===== config.mk =====
export PLATFORM = sky130hd
export DESIGN_NAME = ckbr_front
export DESIGN_NICKNAME = d
export VERILOG_FILES = /design/src/ckbr_pkg.sv /design/src/ckbr_front.sv
export SDC_FILE = /design/constraint.sdc
export NUM_CORES = 1
export LEC_CHECK = 0
export BUFFER_PORTS_ARGS = -buffer_cell sky130_fd_sc_hd__buf_2
export CAP_MARGIN = 20
export CORE_ASPECT_RATIO = 0.5
export CORE_MARGIN = 5
export CORE_UTILIZATION = 54
export DETAILED_ROUTE_END_ITERATION = 6
export HOLD_SLACK_MARGIN = 0.1
export PLACE_DENSITY = 0.76
export SLEW_MARGIN = 20
export SYNTH_ARGS = -nofsm -noshare
export SYNTH_HDL_FRONTEND = slang
export SYNTH_SLANG_ARGS = --single-unit

===== constraint.sdc =====
create_clock -name i_clk -period 4.89 [get_ports i_clk]
set_input_delay 0.7335 -clock i_clk [delete_from_list [all_inputs] [get_ports i_clk]]
set_output_delay 0.7335 -clock i_clk [all_outputs]
set_load 0.05 [all_outputs]

===== src/ckbr_pkg.sv =====
// ckbr_pkg: shared types, constants and helpers for the color-keyed sprite scaler.
// No dependencies; used by every module under src except ckbr_ram.
`timescale 1ns / 1ps

package ckbr_pkg;

    localparam int SCREEN_WIDTH    = 320;
    localparam int SCREEN_HEIGHT   = 240;
    localparam int SPRITE_MAX_SIDE = 128;
    localparam int STORE_DEPTH     = SPRITE_MAX_SIDE * SPRITE_MAX_SIDE;
    localparam int STORE_AW        = $clog2(STORE_DEPTH);
    localparam int QB              = $clog2(SPRITE_MAX_SIDE);   // quotient bits
    localparam int SX_W            = $clog2(SCREEN_WIDTH);
    localparam int SY_W            = $clog2(SCREEN_HEIGHT);
    localparam int PROD_W          = 16;                        // col * side fits here
    localparam int FBA_W           = 17;
    localparam int COLOR_W         = 16;
    localparam int CFG_IDX_W       = 3;
    localparam int CFG_DATA_W      = 16;
    localparam int MQ_DEPTH        = 4;
    localparam int MQ_AW           = $clog2(MQ_DEPTH);
    localparam int OQ_DEPTH        = 16;
    localparam int OQ_AW           = $clog2(OQ_DEPTH);

    localparam logic OP_LOAD = 1'b0;
    localparam logic OP_DRAW = 1'b1;

    typedef enum logic [CFG_IDX_W-1:0] {
        CFG_SPRITE_W  = 3'd0,
        CFG_SPRITE_H  = 3'd1,
        CFG_DEST_W    = 3'd2,
        CFG_DEST_H    = 3'd3,
        CFG_ORIGIN_X  = 3'd4,
        CFG_ORIGIN_Y  = 3'd5,
        CFG_COLOR_KEY = 3'd6
    } t_cfg_idx;

    typedef struct packed {
        logic [7:0]          sprite_width;
        logic [7:0]          sprite_height;
        logic [8:0]          dest_width;
        logic [7:0]          dest_height;
        logic signed [9:0]   dest_origin_x;
        logic signed [8:0]   dest_origin_y;
        logic [COLOR_W-1:0]  key_color;
    } t_cfg;

    // classified word between front and back
    typedef struct packed {
        logic                is_load;
        logic                ok;          // a draw, in box and on screen
        logic [SX_W-1:0]     sx;
        logic [SY_W-1:0]     sy;
        logic [PROD_W-1:0]   px;
        logic [PROD_W-1:0]   py;
        logic [STORE_AW-1:0] ld_addr;
        logic [COLOR_W-1:0]  ld_color;
    } t_item;

    typedef struct packed {
        logic                valid;
        logic                is_load;
        logic                ok;
        logic [FBA_W-1:0]    fb_addr;
        logic [PROD_W-1:0]   remx;
        logic [PROD_W-1:0]   remy;
        logic [QB-1:0]       qx;
        logic [QB-1:0]       qy;
        logic [STORE_AW-1:0] ld_addr;
        logic [COLOR_W-1:0]  ld_color;
    } t_pipe;

    typedef struct packed {
        logic               fb_write;
        logic [FBA_W-1:0]   fb_address;
        logic [COLOR_W-1:0] fb_color;
    } t_res;

    function automatic logic [7:0] clamp_side(input logic [7:0] s);
        return (s > 8'(SPRITE_MAX_SIDE)) ? 8'(SPRITE_MAX_SIDE) : s;
    endfunction

endpackage


===== src/ckbr_front.sv =====
// ckbr_front: accepts words, clips draw pixels, forms the scale products and
// queues classified words for the back end. Depends on ckbr_pkg.
`timescale 1ns / 1ps

module ckbr_front (
    input  logic                           i_clk,
    input  logic                           i_rst_n,
    input  ckbr_pkg::t_cfg                 i_cfg,
    input  logic                           i_push,
    output logic                           o_full,
    input  logic                           i_opcode,
    input  logic [ckbr_pkg::STORE_AW-1:0]  i_load_address,
    input  logic [ckbr_pkg::COLOR_W-1:0]   i_load_color,
    input  logic [8:0]                     i_dest_col,
    input  logic [7:0]                     i_dest_row,
    input  logic signed [7:0]              i_row_shift,
    input  logic                           i_take,
    output logic                           o_head_valid,
    output ckbr_pkg::t_item                o_head
);

    ckbr_pkg::t_item               r_q [ckbr_pkg::MQ_DEPTH];
    logic [ckbr_pkg::MQ_AW-1:0]    r_wp, r_rp;
    logic [ckbr_pkg::MQ_AW:0]      r_cnt;
    ckbr_pkg::t_item               n_item;
    logic                          push_ok;
    logic                          pop_ok;
    logic [7:0]                    sw, sh;
    logic signed [10:0]            scr_y;
    logic signed [11:0]            scr_x;
    logic                          in_box, on_y, on_x;

    always_comb begin
        sw = ckbr_pkg::clamp_side(i_cfg.sprite_width);
        sh = ckbr_pkg::clamp_side(i_cfg.sprite_height);
        in_box = (i_dest_col < i_cfg.dest_width) && (i_dest_row < i_cfg.dest_height);
        scr_y = 11'(i_cfg.dest_origin_y) + $signed({3'b000, i_dest_row});
        scr_x = 12'(i_cfg.dest_origin_x) + $signed({3'b000, i_dest_col})
              + 12'(i_row_shift);
        on_y = (scr_y >= 11'sd0) && (scr_y < $signed(11'(ckbr_pkg::SCREEN_HEIGHT)));
        on_x = (scr_x >= 12'sd0) && (scr_x < $signed(12'(ckbr_pkg::SCREEN_WIDTH)));

        n_item.is_load  = (i_opcode == ckbr_pkg::OP_LOAD);
        n_item.ok       = (i_opcode == ckbr_pkg::OP_DRAW) && in_box && on_y && on_x;
        n_item.sx       = scr_x[ckbr_pkg::SX_W-1:0];
        n_item.sy       = scr_y[ckbr_pkg::SY_W-1:0];
        n_item.px       = ckbr_pkg::PROD_W'({7'd0, i_dest_col} * {8'd0, sw});
        n_item.py       = ckbr_pkg::PROD_W'({8'd0, i_dest_row} * {8'd0, sh});
        n_item.ld_addr  = i_load_address;
        n_item.ld_color = i_load_color;
    end

    assign o_full       = (r_cnt == (ckbr_pkg::MQ_AW+1)'(ckbr_pkg::MQ_DEPTH));
    assign push_ok      = i_push && !o_full;
    assign o_head_valid = (r_cnt != '0);
    assign pop_ok       = i_take && o_head_valid;
    assign o_head       = r_q[r_rp];

    always_ff @(posedge i_clk) begin
        if (!i_rst_n) begin
            r_wp  <= '0;
            r_rp  <= '0;
            r_cnt <= '0;
        end else begin
            if (push_ok) begin
                r_wp <= r_wp + 1'b1;
            end
            if (pop_ok) begin
                r_rp <= r_rp + 1'b1;
            end
            r_cnt <= r_cnt + (ckbr_pkg::MQ_AW+1)'(push_ok) - (ckbr_pkg::MQ_AW+1)'(pop_ok);
        end
        if (push_ok) begin
            r_q[r_wp] <= n_item;
        end
    end

endmodule


==> impl_metrics.json <==
{
  "post_synthesis_average_cell_area_um2": 15.2,
  "synth.cell_area_um2": 18100,
  "p_leak_nw": 8.46,
  "dp_hpwl_um": 27200,
  "pwr_density_cell_nw_per_um2": 482,
  "max_cap_viol_count": 0,
  "holdBufCountCts": 0,
  "tightest_slew_ps": 974,
  "cp.arrival_ps": 5040,
  "initial_core_util_pct": 54.7,
  "grt_most_used_layer": "met2",
  "grtUsageMet2_pct": 36.9,
  "synth-async-reset-ratio_pct": 0,
  "max_slew_violation_count": 0,
  "total_power_mw": 10.2,
  "numPortBuffers": 194,
  "layoutNonFillerInstCount": 1929,
  "drtPass1Iterations": 4,
  "grt_setup_unrepaired": "false",
  "die-width_um": 269,
  "yosysSeqAreaShare_pct": 54.9,
  "drive_above_1_share_pct": 28.0,
  "holdCritPathClass": "in2reg",
  "slew_headroom_pct": 35.1,
  "placed_cells_incl_taps": 1876,
  "grt_start_max_net_pins": 64,
  "final-setup-viol-count": 0,
  "status": "completed",
  "critPathLaunchType": "primary input",
  "grt_use_total_pct": 20.3,
  "floorplan.die.height_um": 139,
  "cp.required_ps": 5240,
  "cts_made_buffers": 29,
  "final_routed_drc_violation_total": 0,
  "grt_antenna_before_repair": 0,
  "worst_clock_skew_ps": 19.3,
  "globalplace.congestion": 0.902,
  "post_drt_via_cell_ratio": 5.47,
  "setup.worst_path.class": "in2reg",
  "resize_count_post_cts": 0,
  "die_area_um2": 37400,
  "antenna_diodes": 0,
  "design.portCount": 211,
  "fill_cells": 2444,
  "period_minus_slack_ps": 4690,
  "ys_seq_elements": 333,
  "synth-edff-count": 324,
  "grt.met1_usage_pct": 26.1,
  "nets": 1794,
  "gr-total-overflow": 0,
  "synthDistinctLibCells": 57,
  "tritoncts_clock_tree": "done",
  "cts_max_path_buffers": 3,
  "yosys_warnings": 0,
  "clockRootBuffer": "sky130_fd_sc_hd__clkbuf_16",
  "final.period_utilization_pct": 96.0,
  "grt_pass1_wl_um": 60600,
  "cts.htree.levels": 1,
  "routed-via-count": 10558,
  "postCtsSetupBuffers": 0,
  "std_cell_rows": 47,
  "worst_hold_slack_ps": 372,
  "max_fanout_on_critical_path": 7,
  "setup_total_negative_slack_ps": 0,
  "clock_sink_count": 333,
  "hold_viol_final": 0,
  "irDropWorstVdd_uv": 258,
  "fp.coreArea_um2": 33000,
  "detail_route.wirelength_um": 37200,
  "syn_nets": 1514,
  "route.detailed.wl_per_inst_um": 19.3,
  "areaGrowthSynthToFinish_pct": 16.7,
  "number_of_global_route_vias_before_repair": 11483,
  "clock_latency_ps": 570,
  "clock.fmax_mhz": 213,
  "synthesis.instances": 1186,
  "mostFrequentLayoutCells": "sky130_fd_sc_hd__edfxtp_1 (324), sky130_fd_sc_hd__buf_2 (194), sky130_fd_sc_hd__inv_1 (144)",
  "grt.met3_usage_pct": 2.93,
  "drt_iter0_markers": 614,
  "utilization_pct": 63.8,
  "end_kind": "flop",
  "ant_nets": 0,
  "final_common_cell": "sky130_fd_sc_hd__edfxtp_1",
  "synth_flop_cell": "sky130_fd_sc_hd__edfxtp_1",
  "cts.reportedPaths.clkPinSlew_ps": 70
}
## critical path, cell delays in order
cell	delay, ps
sky130_fd_sc_hd__buf_2	150
sky130_fd_sc_hd__nor2b_1	110
sky130_fd_sc_hd__and2_1	160
sky130_fd_sc_hd__fa_1	550
sky130_fd_sc_hd__inv_1	70
sky130_fd_sc_hd__fa_1	530
sky130_fd_sc_hd__inv_1	60
sky130_fd_sc_hd__fa_1	530
sky130_fd_sc_hd__inv_1	50
sky130_fd_sc_hd__fa_1	520
sky130_fd_sc_hd__inv_1	70
sky130_fd_sc_hd__ha_4	240
sky130_fd_sc_hd__o21a_1	190
sky130_fd_sc_hd__a21boi_1	140
sky130_fd_sc_hd__o211ai_1	280
sky130_fd_sc_hd__or4b_1	510
sky130_fd_sc_hd__o311ai_2	140
## synthesized netlist by cell type, types with 4 or more instances
library cell / n / share of area (%)
sky130_fd_sc_hd__a21oi_1: 27 / 0.75
sky130_fd_sc_hd__or3_1: 5 / 0.17
sky130_fd_sc_hd__inv_1: 144 / 3.0
sky130_fd_sc_hd__nor2_1: 24 / 0.50
sky130_fd_sc_hd__clkbuf_1: 13 / 0.27
sky130_fd_sc_hd__xor2_1: 10 / 0.48
sky130_fd_sc_hd__xnor2_1: 27 / 1.3
sky130_fd_sc_hd__nand3_1: 8 / 0.22
sky130_fd_sc_hd__o211ai_1: 9 / 0.37
sky130_fd_sc_hd__nor3_1: 11 / 0.30
sky130_fd_sc_hd__a31oi_1: 4 / 0.14
sky130_fd_sc_hd__a211oi_1: 6 / 0.25
sky130_fd_sc_hd__edfxtp_1: 324 / 54
sky130_fd_sc_hd__buf_2: 9 / 0.25
sky130_fd_sc_hd__ha_1: 111 / 7.7
sky130_fd_sc_hd__nand2_1: 47 / 0.98
sky130_fd_sc_hd__a21o_1: 8 / 0.33
sky130_fd_sc_hd__o21ai_0: 15 / 0.42
sky130_fd_sc_hd__dfxtp_1: 9 / 1.0
sky130_fd_sc_hd__and2_1: 119 / 4.1
sky130_fd_sc_hd__o21a_1: 8 / 0.33
sky130_fd_sc_hd__nor2b_1: 26 / 0.90
sky130_fd_sc_hd__mux4_2: 81 / 10
sky130_fd_sc_hd__fa_1: 89 / 9.9
## sequential cells by signal, summed over array words and instances (netlist names), named ones only
register  count
r_cnt         3
r_rp          2
r_q         324
r_wp          2
## area by class of cell
class	instances	area, um^2	area share, %
well taps	441	552	2.62
multi-input cells	684	7560	35.8
flip-flops and latches	333	9920	47.0
clock inverters	18	189	0.896
repair buffers	274	1580	7.51
inverters	144	541	2.56
clock buffers	35	748	3.55
## routing by layer
layer | routed length (um) | vias to the layer above
met5 | 0 | -
met4 | 813 | 0
met3 | 1470 | 53
met2 | 19800 | 230
met1 | 15100 | 5385
li1 | - | 4890
## cells by family (layout without fill, tap and decap cells)
logic type / count (synthesis) / in the layout / synth area share [%]
fa+ha+maj: 200 / 200 / 17.6
simple gates: 260 / 260 / 8.12
buf+inv: 169 / 471 / 3.57
compound gates: 102 / 102 / 3.77
mux: 85 / 85 / 10.3
flops: 333 / 333 / 54.9
xor+xnor: 37 / 37 / 1.79
## final timing paths
| path | from | end | slack [ps] | cells past startpoint |
|---|---|---|---|---|
| max | i_cfg[67] | r_q[3][59]$_DFFE_PP_ | 200 | 17 |
| min | i_load_color[12] | r_q[0][12]$_DFFE_PP_ | 370 | 1 |
| max reg2reg | r_cnt[1]$_SDFF_PN0_ | r_cnt[2]$_SDFF_PN0_ | 2330 | 11 |
| min reg2reg | r_wp[1]$_SDFFE_PN0P_ | r_wp[1]$_SDFFE_PN0P_ | 590 | 2 |
## per-stage QoR
| step | area [um^2] | setup WS (ps) |
|---|---|---|
| 2_1_floorplan | 18100 | 1.18 |
| 3_3_place_gp | 20100 | -285 |
| 3_5_place_dp | 20100 | -360 |
| 4_1_cts | 21100 | 224 |
| 5_1_grt | 21100 | 11.1 |
| 6_report | 21100 | 197 |
## report_power, final
| group | leakage (nW) | switching (mW) | internal, mW |
|---|---|---|---|
| registers | 3.05 | 0.215 | 3.72 |
| clock network | 0.457 | 1.01 | 1.26 |
| logic | 4.95 | 2.57 | 1.39 |
| total | 8.46 | 3.80 | 6.37 |
Note: power is estimated with default switching activity, not from simulation.
